`config.mk`:
```
export PLATFORM = sky130hd
export DESIGN_NAME = vertex_layout_calculator_core
export DESIGN_NICKNAME = d
export VERILOG_FILES = /design/src/sv/vlc_pkg.sv /design/src/sv/vlc_layout.sv /design/src/sv/vertex_layout_calculator_core.sv
export VERILOG_INCLUDE_DIRS = /design/src /design/src/sv
export SDC_FILE = /design/constraint.sdc
export NUM_CORES = 1
export LEC_CHECK = 0
export BUFFER_PORTS_ARGS = -buffer_cell sky130_fd_sc_hd__buf_2
export CAP_MARGIN = 0
export CORE_MARGIN = 3
export CORE_UTILIZATION = 41
export DETAILED_ROUTE_END_ITERATION = 12
export PLACE_DENSITY = 0.69
export RECOVER_POWER = 50
export SETUP_SLACK_MARGIN = 0.3
export SYNTH_ARGS = -nofsm -noshare
export SYNTH_HDL_FRONTEND = slang
export SYNTH_SLANG_ARGS = --single-unit
```
`constraint.sdc`:
```
create_clock -name clk -period 13.7 [get_ports clk]
set_input_delay 0.685 -clock clk [delete_from_list [all_inputs] [get_ports clk]]
set_output_delay 0.685 -clock clk [all_outputs]
set_load 0.02 [all_outputs]
```
`src/sv/vertex_layout_calculator_core_assert.svh`:
```
`ifndef VERTEX_LAYOUT_CALCULATOR_CORE_ASSERT_SVH
`define VERTEX_LAYOUT_CALCULATOR_CORE_ASSERT_SVH

// Checks that a condition implies a consequence in the same cycle.
`define VLC_ASSERT_SAME(label, clk, rst_n, ante, cons) \
  label: assert property (@(posedge clk) disable iff (!rst_n) (ante) |-> (cons)) \
    else $error("vertex layout assertion failed");

// Checks that a condition implies a consequence in the following cycle.
`define VLC_ASSERT_NEXT(label, clk, rst_n, ante, cons) \
  label: assert property (@(posedge clk) disable iff (!rst_n) (ante) |=> (cons)) \
    else $error("vertex layout assertion failed");

`endif

```
`src/sv/vlc_pkg.sv`:
```
`default_nettype none

package vlc_pkg;

  localparam int unsigned InDataW  = 24;
  localparam int unsigned OutDataW = 24;

  typedef struct packed {
    logic [2:0] morph_count_less_one;
    logic [1:0] position_format;
    logic [1:0] normal_format;
    logic [2:0] color_format;
    logic [1:0] texcoord_format;
    logic [2:0] weight_count_less_one;
    logic [1:0] weight_format;
  } fmt_t;

  typedef struct packed {
    logic [6:0] first_padding_offset;
    logic [5:0] position_offset;
    logic [9:0] vertex_stride;
  } res_t;

  typedef struct packed {
    logic [6:0] size;
    logic [2:0] largest;
    logic [6:0] pad_at;
    logic       padded;
  } lay_t;

  // Alignment of weights, texture coordinates and normals.
  function automatic logic [2:0] fmt_align(logic [1:0] f);
    logic [2:0] a;
    unique case (f)
      2'd0: a = 3'd0;
      2'd1: a = 3'd1;
      2'd2: a = 3'd2;
      default: a = 3'd4;
    endcase
    return a;
  endfunction

  function automatic logic [3:0] tex_bytes(logic [1:0] f);
    logic [3:0] b;
    unique case (f)
      2'd0: b = 4'd0;
      2'd1: b = 4'd2;
      2'd2: b = 4'd4;
      default: b = 4'd8;
    endcase
    return b;
  endfunction

  // Colour size equals its alignment.
  function automatic logic [2:0] col_bytes(logic [2:0] f);
    logic [2:0] b;
    unique case (f)
      3'd4, 3'd5, 3'd6: b = 3'd2;
      3'd7: b = 3'd4;
      default: b = 3'd0;
    endcase
    return b;
  endfunction

  function automatic logic [3:0] nrm_bytes(logic [1:0] f);
    logic [3:0] b;
    unique case (f)
      2'd0: b = 4'd0;
      2'd1: b = 4'd3;
      2'd2: b = 4'd6;
      default: b = 4'd12;
    endcase
    return b;
  endfunction

  function automatic logic [3:0] pos_bytes(logic [1:0] f);
    logic [3:0] b;
    unique case (f)
      2'd0, 2'd1: b = 4'd3;
      2'd2: b = 4'd6;
      default: b = 4'd12;
    endcase
    return b;
  endfunction

  function automatic logic [2:0] pos_align(logic [1:0] f);
    logic [2:0] a;
    unique case (f)
      2'd0, 2'd1: a = 3'd1;
      2'd2: a = 3'd2;
      default: a = 3'd4;
    endcase
    return a;
  endfunction

  // Rounds x up to a multiple of a; an alignment of zero leaves x alone.
  function automatic logic [6:0] round_up(logic [6:0] x, logic [2:0] a);
    logic [7:0] sum;
    logic [7:0] mask;
    if (a == 3'd0) begin
      return x;
    end
    sum  = {1'b0, x} + {5'b0, a} - 8'd1;
    mask = ~({5'b0, a} - 8'd1);
    return 7'(sum & mask);
  endfunction

  function automatic lay_t align_to(lay_t l, logic [2:0] a);
    logic [6:0] r;
    r = round_up(l.size, a);
    if (!l.padded && (r != l.size)) begin
      l.padded = 1'b1;
      l.pad_at = l.size;
    end
    l.size = r;
    return l;
  endfunction

  function automatic lay_t place(lay_t l, logic [2:0] a, logic [3:0] bytes);
    lay_t n;
    n = align_to(l, a);
    n.size = n.size + {3'b0, bytes};
    if (a > n.largest) begin
      n.largest = a;
    end
    return n;
  endfunction

endpackage

`default_nettype wire

```
`src/sv/vlc_layout.sv`:
```
`default_nettype none

module vlc_layout (
  input  vlc_pkg::fmt_t fmt,
  output vlc_pkg::res_t res
);
  import vlc_pkg::*;

  lay_t       lay;
  logic [6:0] wsize;
  logic [6:0] pos_off;
  logic [3:0] mc;

  always_comb begin
    mc    = {1'b0, fmt.morph_count_less_one} + 4'd1;
    wsize = 7'({4'b0, fmt_align(fmt.weight_format)} *
               {4'b0, {1'b0, fmt.weight_count_less_one} + 4'd1});
    lay     = '0;
    pos_off = '0;

    // Weights start at offset zero and need no alignment.
    if (fmt.weight_format != 2'd0) begin
      lay.size    = wsize;
      lay.largest = fmt_align(fmt.weight_format);
    end
    if (fmt.texcoord_format != 2'd0) begin
      lay = place(lay, fmt_align(fmt.texcoord_format), tex_bytes(fmt.texcoord_format));
    end
    if (fmt.color_format != 3'd0) begin
      lay = place(lay, col_bytes(fmt.color_format), {1'b0, col_bytes(fmt.color_format)});
    end
    if (fmt.normal_format != 2'd0) begin
      lay = place(lay, fmt_align(fmt.normal_format), nrm_bytes(fmt.normal_format));
    end
    if (fmt.position_format != 2'd0) begin
      lay     = place(lay, pos_align(fmt.position_format), pos_bytes(fmt.position_format));
      pos_off = lay.size - {3'b0, pos_bytes(fmt.position_format)};
    end
    lay = align_to(lay, lay.largest);

    res.vertex_stride        = 10'({4'b0, lay.size} * {7'b0, mc});
    res.position_offset      = pos_off[5:0];
    res.first_padding_offset = lay.padded ? lay.pad_at : 7'd0;
  end

endmodule

`default_nettype wire

```
`src/sv/vertex_layout_calculator_core.sv`:
```
// Path: a beat accepted into the input register goes through the layout logic
// and is then captured in the result register, which drives the output.
// Throughput: one beat per cycle; the input register and the result register
// advance together, so a stall on the output side only stops the input when
// both registers are full.
// Reset: synchronous, active low; it clears both valid flags, data is kept.
`default_nettype none

`include "vertex_layout_calculator_core_assert.svh"

module vertex_layout_calculator_core (
  input  wire                          clk,
  input  wire                          rst_n,
  input  wire                          in_tvalid,
  output logic                         in_tready,
  // Fields from bit 0 up: weight_format[1:0], weight_count_less_one[4:2],
  // texcoord_format[6:5], color_format[9:7], normal_format[11:10],
  // position_format[13:12], morph_count_less_one[16:14], zero fill above.
  input  wire  [vlc_pkg::InDataW-1:0]  in_tdata,
  output logic                         out_tvalid,
  input  wire                          out_tready,
  // Fields from bit 0 up: vertex_stride[9:0], position_offset[15:10],
  // first_padding_offset[22:16], zero fill above.
  output logic [vlc_pkg::OutDataW-1:0] out_tdata
);
  import vlc_pkg::*;

  // The first stage holds the captured format codes, the second the
  // finished layout. All the layout arithmetic sits between them.
  logic  s1_valid_r;
  logic  s1_valid_nxt;
  fmt_t  s1_fmt_r;
  logic  out_valid_r;
  logic  out_valid_nxt;
  res_t  out_res_r;
  res_t  res;
  logic  out_free;
  logic  in_fire;

  // The result register can take a new value when it is empty or being drained.
  assign out_free  = !out_valid_r || out_tready;
  assign in_tready = !s1_valid_r || out_free;
  assign in_fire   = in_tvalid && in_tready;

  vlc_layout u_layout (
    .fmt (s1_fmt_r),
    .res (res)
  );

  always_comb begin
    s1_valid_nxt = s1_valid_r;
    if (in_fire) begin
      s1_valid_nxt = 1'b1;
    end else if (out_free) begin
      s1_valid_nxt = 1'b0;
    end
    out_valid_nxt = out_free ? s1_valid_r : 1'b1;
  end

  always_ff @(posedge clk) begin
    if (!rst_n) begin
      s1_valid_r  <= 1'b0;
      out_valid_r <= 1'b0;
    end else begin
      s1_valid_r  <= s1_valid_nxt;
      out_valid_r <= out_valid_nxt;
    end
  end

  always_ff @(posedge clk) begin
    if (in_fire) begin
      s1_fmt_r <= fmt_t'(in_tdata[$bits(fmt_t)-1:0]);
    end
    if (out_free && s1_valid_r) begin
      out_res_r <= res;
    end
  end

  assign out_tvalid = out_valid_r;
  assign out_tdata  = {{(OutDataW - $bits(res_t)){1'b0}}, out_res_r};

  // A captured beat always moves into the result register when it has room.
  `VLC_ASSERT_NEXT(a_s1_moves, clk, rst_n, s1_valid_r && out_free, out_valid_r)
  // An accepted beat is held in the first stage on the next cycle.
  `VLC_ASSERT_NEXT(a_in_held, clk, rst_n, in_fire, s1_valid_r)
  // Padding can only be recorded below the final stride.
  `VLC_ASSERT_SAME(a_pad_below_stride, clk, rst_n,
    out_valid_r && (out_res_r.first_padding_offset != 7'd0),
    {3'b0, out_res_r.first_padding_offset} < out_res_r.vertex_stride)
  // The position lies inside the stride unless the stride is zero.
  `VLC_ASSERT_SAME(a_pos_in_stride, clk, rst_n,
    out_valid_r,
    {4'b0, out_res_r.position_offset} < out_res_r.vertex_stride ||
    out_res_r.vertex_stride == 10'd0)

endmodule

`default_nettype wire
```
==> qor.txt, run 1 <==
worst hold path startpoint = s1_valid_r
gr usage total = 19.4%
endpoints failing setup = 0
pin count of the biggest net entering global routing = 24
initial core utilization = 42.5%
Die X = 138 um
1st-iter DRT viols = 450
clk_lat worst skew = 310 ps
Synth Flop Type = edfxtp_1
Worst Hold Class = register to register
#FFs+latches synth = 42
post-synthesis async set-or-reset flop share = 0%
Netlist cell types = 92
worst-margin pin slew = 1330 ps
reg-to-reg critical path startpoint = s1_fmt_r[2]
Reg-to-Reg End = out_tdata[9]
fin cells = 1142
initial antenna violation count = 0
Ant. Diodes = 0
Layout area overhead = 13.0%
Worst R2R Setup Slack = 890 ps
mapped cell area = 7120 um^2
cell mode on critical path = inv_1
EDFF count, synth = 40
Core Box Area = 16800 um^2
unrepaired setup endpoints after global routing = false
commonest cells after routing, fill and taps aside = 96 x inv_1, 93 x ha_1, 76 x nor2_1
CP required = 13750 ps
Ports = 54
Seq/Total Area, Yosys = 17.4%
Placer Congestion = 0.889
number of buffers created by CTS = 5
Layout Skew = 24.2 ps
max-cap violations = 0
achievable frequency = 0.0781 GHz
CTS tree = done
minimum clock period after layout = 12810 ps
worst-path fanout max = 5
global routing usage on met3 = 2.92%
r2r worst-path depth = 57
Hold Buf Count CTS = 0
total gr overflow = 0
Worst Hold End = out_tvalid
vias in the first global route = 5989
largest area contributor in the netlist = edfxtp_1
Routed wire per std cell = 16.1 um
Post-Syn Area per Cell = 8.31 um^2
DRT antenna net count = 0
Setup WS post-layout = 892 ps
Post-Syn Instances = 856
clock root buffer = clkbuf_16
# rows = 47
port bufs = 45
Final #Nets = 1068
critical path type = register to register
CP endpoint kind = register
DP Worst Slack = 181 ps
CP Launch Point = s1_fmt_r[2]
H-tree Lvls = 2
vias per inst = 5.53
grt peak-use layer = met2
syn nets = 1003
data arrival time of the worst path = 12860 ps
Reg clk slew, reported paths = 70 ps
placed insts = 1129
Slew HR = 11.1%
die height = 138 um
Hold Path Cell Cnt = 1
top cells by area, synth = edfxtp_1 17%, ha_1 17%, fa_1 6.5%, inv_1 5.1%, nor2_1 4.1%
DR DRC count = 0
Filler cells = 1622
met2 Use GR = 31.3%
run status = complete, no violations
Ys Warns = 0
commonest non-fill, non-tap cell in the layout = inv_1
area of the multi-input gates = 5530 um^2
pins over their slew limit = 0
layout cells sized above 1 = 16.3%
Worst path slowest cell = fa_2
period utilization = 93.5%
Via Count = 6311
clk buf depth = 2
Clock Sinks = 42
storage element area = 1240 um^2
type of origin of the critical path = register
Final HPWL DP = 14500 um
met1 GRT Util = 27.5%
crit-path max cell delay = 610 ps
Die Area = 19000 um^2
setup_tns = 0 ps
global-route wire length before repair = 29500 um
Detailed Routing Iterations Pass 1 = 5
post-synth top area share = 16.9%
Fin. Hold Viols = 0
routed wire length = 18400 um
==> worst max path at each step <==
stage,endpoint,depth (start not counted),slack (ps)
after floorplan,out_tdata[9],57,780
after CTS,out_tdata[9],58,350
after detailed placement,out_tdata[9],58,180
final,out_tdata[9],57,890
after global routing,out_tdata[9],59,200
after global placement,out_tdata[9],58,330
==> per-stage QoR <==
step | utilization (%) | hold slack (ps) | instance area [um^2]
after floorplan | - | 477 | 7120
after global placement | 46.2 | 503 | 7730
after detailed placement | 46.2 | 513 | 7730
after CTS | 47.1 | 538 | 7900
after global routing | 48.0 | 543 | 8040
final | 48.0 | 537 | 8040
==> kinds of logic (layout without fill, tap and decap cells) <==
family,Yosys count,after routing,synth area share [%]
other,1,1,0.0527
flip-flops,42,42,17.4
AO/OA/AOI/OAI,227,227,23.6
XOR/XNOR,60,60,7.90
AND/OR/NAND/NOR,275,275,19.1
buffers and inverters,122,188,6.91
adder cells (fa/ha/maj),119,119,23.4
multiplexers,10,10,1.65
==> state kept, by name, indices dropped and copies added, names as in the netlist <==
signal / count
out_tdata: 23
s1_valid_r: 1
out_tvalid: 1
s1_fmt_r: 17
==> metal layers <==
layer  part of all wire (%)  vias to the layer above
met2                     46                      177
met1                     47                     2946
li1                       -                     3170
met3                    5.6                       18
met5                      0                        -
met4                    1.5                        0
==> synthesized netlist by cell type, drive strengths merged, types with 5 or more instances <==
library cell and count:
nand3 22, xor2 24, o21a 6, xnor2 34, a21boi 5, o22ai 5
and3 11, o21ai 41, nand4 8, and2 17, nor4 5, mux2i 6
fa 23, nand2b 12, o21bai 12, o211ai 9, ha 96, clkbuf 13
inv 98, a21oi 51, nand2 70, buf 11, or2 10, a21o 20
a211oi 15, nor2 77, o31a 7, nor3 17, edfxtp 40, o31ai 5
o221ai 9, nor2b 14
==> critical path: cells and delay by family (launching register included) <==
kind / cells / cell delay [ps]
AOI/OAI and AO/OA: 13 / 1910
xor gates and xnor gates: 6 / 950
adders and majority gates: 19 / 7560
buffers and inverters: 11 / 730
DFF: 1 / 420
and+or+nand+nor: 8 / 990
==> what timing repair did <==
item / CTS / global route
setup endpoints to repair: 1 / 5
cloned: 0 / 0
resized for setup: 5 / 28
endpoints found under the hold margin: 0 / 0
pin swaps: 0 / 2
setup buffers: 0 / 5
==> layout make-up <==
type	instances	share of cell area, %
Inverter	98	4.57
Clock inverter	3	0.202
Tap cell	220	3.42
Clock buffer	5	1.56
Sequential cell	42	15.4
Timing Repair Buffer	82	6.04
Multi-Input combinational cell	692	68.8
Power of run 1 is left out: the tool's default activity adds up to more than one toggle a clock period on the data nets, which glitch-free logic cannot reach.
==> inputs of run 2 (changes only) <==
GPL_TIMING_DRIVEN = 0   (was unset)
==> qor.txt, run 2 (synthesized netlist as in run 1, its figures left out) <==
Worst Hold Class = register to register
fin cells = 1158 (+1.4%)
DR DRC count = 0 (unchanged)
unrepaired setup endpoints after global routing = false
period utilization = 94.3% (+0.84 points)
WP buf/inv = 13 (+2)
total gr overflow = 0 (unchanged)
setup_tns = 0 ps (unchanged)
Fin. Hold Viols = 0 (unchanged)
Die X = 138 um (unchanged)
cell family with most CP delay = adder cells
achievable frequency = 0.0774 GHz (-0.89%)
number of buffers created by CTS = 5 (unchanged)
global-route wire length before repair = 30800 um (+4.5%)
commonest non-fill, non-tap cell in the layout = inv_1
Filler cells = 1568 (-3.3%)
Die Area = 19000 um^2 (unchanged)
Via Count = 6475 (+2.6%)
Clock Sinks = 42 (unchanged)
placed insts = 1122 (-0.62%)
data arrival time of the worst path = 12970 ps (+110 ps)
routed wire length = 19000 um (+3.4%)
Largest register FFs = 23 (unchanged)
CP endpoint kind = register
clock root buffer = clkbuf_16
vias in the first global route = 6086 (+1.6%)
Final #Nets = 1084 (+1.5%)
endpoints failing setup = 0 (unchanged)
clk_lat worst skew = 300 ps (about the same)
DRT antenna net count = 0 (unchanged)
Detailed Routing Iterations Pass 1 = 5 (unchanged)
critical path type = register to register
Slew HR = 25.7% (+15 points)
Reg clk slew, reported paths = 70 ps (about the same)
vias per inst = 5.59 (+1.2%)
# rows = 47 (unchanged)
Final HPWL DP = 14800 um (+1.7%)
crit-path max cell delay = 540 ps (-70 ps)
CP required = 13750 ps (about the same)
initial antenna violation count = 0 (unchanged)
Ant. Diodes = 0 (unchanged)
cell mode on critical path = inv_1
1st-iter DRT viols = 438 (-2.7%)
commonest cells after routing, fill and taps aside = 94 x inv_1, 86 x ha_1, 76 x nor2_1
layout cells sized above 1 = 19.1% (+2.8 points)
Placer Congestion = 0.939 (+5.7%)
type of origin of the critical path = register
Routed wire per std cell = 16.4 um (+2.0%)
placed cell areas = 7630 um^2 (-1.3%)
worst-path fanout max = 10 (+5)
run status = complete, no violations
Worst path slowest cell = fa_1
clk buf depth = 2 (unchanged)
worst-margin pin slew = 1110 ps (-220 ps)
die height = 138 um (unchanged)
H-tree Lvls = 2 (unchanged)
pin count of the biggest net entering global routing = 18 (-25%)
pins over their slew limit = 0 (unchanged)
Layout area overhead = 17.2%
max-cap violations = 0 (unchanged)
CTS tree = done
port bufs = 45 (unchanged)
Layout Skew = 11.2 ps (-13.0 ps)
Post-Layout Inst Area = 8340 um^2 (+3.7%)
minimum clock period after layout = 12920 ps (+115 ps)
Ports = 54 (unchanged)
Core Util, Final = 49.8% (+1.8 points)
gr usage total = 20.3% (+0.87 points)
initial core utilization = 42.5% (unchanged)
Core Box Area = 16800 um^2 (unchanged)
-- run 2: changes by cell type in the layout (fill, tap and decap cells not counted), sizes merged --
cell	previous run	this run
clkinvlp	1	0
clkbuf	17	32
buf	70	72
-- run 2: layer usage --
metal  wire, um  vias to the layer above  GRT usage [%]
li1           -                     3203              -
met1       9040                     3064           29.1
met2       8800                      188           32.5
met3        959                       20           2.92
met4        227                        0           4.34
met5          0                        -              0
-- run 2: worst register-to-register path: cells and delay by family (launching register included) --
family | cells | cell delay [ps]
AOI/OAI and AO/OA | 13 | 2150
xor gates and xnor gates | 5 | 710
adders and majority gates | 18 | 7140
buffers and inverters | 13 | 1170
DFF | 1 | 320
and+or+nand+nor | 9 | 1210
-- run 2: worst paths after layout --
path | slack (ps) | startpoint | cells past startpoint | endpoint
max | 780 | s1_fmt_r[0] | 58 | out_tdata[9]
min | 530 | s1_valid_r | 1 | out_tvalid
max reg2reg | 780 | s1_fmt_r[0] | 58 | out_tdata[9]
min reg2reg | 530 | s1_valid_r | 1 | out_tvalid
-- run 2: what timing repair did --
item / CTS / global route
gates resized for setup: 29 / 44
hold buffers: 0 / 0
setup endpoints to repair: 14 / 5
pin swaps: 5 / 25
setup buffers: 6 / 22
-- run 2: layout make-up --
class	count	area (um^2)	share of cell area, %
Buffer	24	128	1.53
Clock inverter	2	13.8	0.165
Inverter	98	368	4.41
Sequential cell	42	1240	14.9
Timing Repair Buffer	74	425	5.10
Multi-Input combinational cell	692	5760	69.1
Clock buffer	6	129	1.55
Tap cell	220	275	3.30
-- run 2: through the flow --
step / hold WS, ps / setup WS (ps)
2_1_floorplan: 477 / 780
3_3_place_gp: 500 / -1070
3_5_place_dp: 512 / -1250
4_1_cts: 524 / 307
5_1_grt: 546 / 205
6_report: 527 / 777
Power of run 2 is left out for the same reason.
==> inputs of run 3 (changes only) <==
CORE_UTILIZATION = 49   (was 41)
PLACE_DENSITY = 0.79   (was 0.69)
SLEW_MARGIN = 5   (was unset)
==> qor.txt, run 3 (synthesized netlist as in run 1, its figures left out) <==
routed wire length = 18200 um (-4.1%)
Placer Congestion = 0.916 (-2.5%)
CP Depth = 56 (-3.4%)
gr usage total = 21.9% (+1.6 points)
cell family with most CP delay = adder cells
WP buf/inv = 11 (-2)
cell mode on critical path = inv_1
Reg clk slew, reported paths = 70 ps (about the same)
initial core utilization = 50.7% (+8.2 points)
r2r worst-path depth = 56 (-3.4%)
Detailed Routing Iterations Pass 1 = 5 (unchanged)
Setup WS post-layout = 816 ps (+39.4 ps)
unrepaired setup endpoints after global routing = false
Ports = 54 (unchanged)
1st-iter DRT viols = 585 (+34%)
worst-path fanout max = 6 (-4)
global-route wire length before repair = 29000 um (-6.0%)
Via Count = 6495 (+0.31%)
vias per inst = 5.83 (+4.3%)
DR DRC count = 0 (unchanged)
CP required = 13750 ps (about the same)
Largest register FFs = 23 (unchanged)
commonest cells after routing, fill and taps aside = 93 x inv_1, 91 x ha_1, 76 x nor2_1
number of buffers created by CTS = 5 (unchanged)
Worst path slowest cell = fa_2
critical path type = register to register
CP endpoint kind = register
Final HPWL DP = 14200 um (-3.7%)
Layout area overhead = 14.8%
achievable frequency = 0.0776 GHz (+0.31%)
endpoints failing setup = 0 (unchanged)
Reg-to-Reg End = out_tdata[9]
run status = complete, no violations
Final #Nets = 1080 (-0.37%)
commonest non-fill, non-tap cell in the layout = inv_1
clock root buffer = clkbuf_16
pins over their slew limit = 0 (unchanged)
die height = 127 um (-8.2%)
port bufs = 45 (unchanged)
Clock Sinks = 42 (unchanged)
Worst R2R Setup Slack = 820 ps (+40 ps)
crit-path max cell delay = 600 ps (+60 ps)
DP Worst Slack = -900 ps (+346 ps)
Worst Hold End = out_tvalid
Die X = 127 um (-8.2%)
Fin. Hold Viols = 0 (unchanged)
Hold Path Cell Cnt = 1 (unchanged)
clk buf depth = 2 (unchanged)
Ant. Diodes = 0 (unchanged)
Die Area = 16000 um^2 (-16%)
initial antenna violation count = 0 (unchanged)
worst hold path startpoint = s1_valid_r
Core Box Area = 14000 um^2 (-16%)
CTS tree = done
type of origin of the critical path = register
period utilization = 94.0% (-0.29 points)
clk_lat worst skew = 300 ps (about the same)
reg-to-reg critical path startpoint = s1_fmt_r[2]
H-tree Lvls = 2 (unchanged)
minimum clock period after layout = 12880 ps (-39.4 ps)
Layout Skew = 14.8 ps (+3.67 ps)
pin count of the biggest net entering global routing = 18 (unchanged)
Worst Hold Class = register to register
worst-margin pin slew = 939 ps (-175 ps)
data arrival time of the worst path = 12940 ps (-30 ps)
max-cap violations = 0 (unchanged)
# rows = 43 (-8.5%)
Slew HR = 37.4% (+12 points)
layout cells sized above 1 = 17.7% (-1.4 points)
total gr overflow = 0 (unchanged)
DRT antenna net count = 0 (unchanged)
Routed wire per std cell = 16.4 um (-0.30%)
vias in the first global route = 6001 (-1.4%)
-- run 3: changes by cell type in the layout (fill, tap and decap cells not counted), moves of 2 or more --
cell	previous run	this run
a211oi_1	10	12
ha_1	86	91
a211oi_2	4	2
buf_4	31	27
ha_4	8	4
a21oi_2	11	7
a21oi_1	37	41
-- run 3: through the flow --
| stage | std cells | TNS [ps] | hold slack [ps] | instance area (um^2) | util, % |
|---|---|---|---|---|---|
| 2_1_floorplan | 856 | 0 | 477 | 7120 | - |
| 3_3_place_gp | 1081 | -1530 | 500 | 7570 | 53.9 |
| 3_5_place_dp | 1082 | -2190 | 522 | 7580 | 54.0 |
| 4_1_cts | 1096 | 0 | 541 | 7890 | 56.2 |
| 5_1_grt | 1114 | 0 | 548 | 8170 | 58.2 |
| 6_report | 1114 | 0 | 541 | 8170 | 58.2 |
-- run 3: repair_timing --
action | CTS | global route
hold buffers | 0 | 0
pin swaps | 5 | 22
endpoints found under the setup margin | 7 | 5
buffers inserted | 6 | 18
gates resized for setup | 28 | 31
-- run 3: how the worst max path moves through the flow --
stage / slack (ps) / endpoint / startpoint
finish: 820 / out_tdata[9] / s1_fmt_r[2]
global route: 220 / out_tdata[9] / s1_fmt_r[3]
CTS: 330 / out_tdata[9] / s1_fmt_r[3]
detailed placement: -900 / out_tdata[9] / s1_fmt_r[2]
global placement: -740 / out_tdata[9] / s1_fmt_r[2]
floorplan: 780 / out_tdata[9] / s1_fmt_r[2]
-- run 3: cell type report --
| type | instances | area [um^2] |
|---|---|---|
| buffer | 24 | 125 |
| clock buffer | 6 | 129 |
| clock inverter | 2 | 13.8 |
| fill | 1232 | 5870 |
| inverter | 98 | 368 |
| multi-input combinational | 692 | 5670 |
| sequential | 42 | 1240 |
| tap | 180 | 225 |
| timing repair buffer | 70 | 395 |
-- run 3: layer usage --
metal  track usage, %  routed length [um]  vias up
met4             5.87                 385        0
met3             3.16                1270       32
met2             35.5                8430      244
met1             30.6                8160     3023
li1                 -                   -     3196
met5                0                   0        -
Power of run 3 is left out for the same reason.
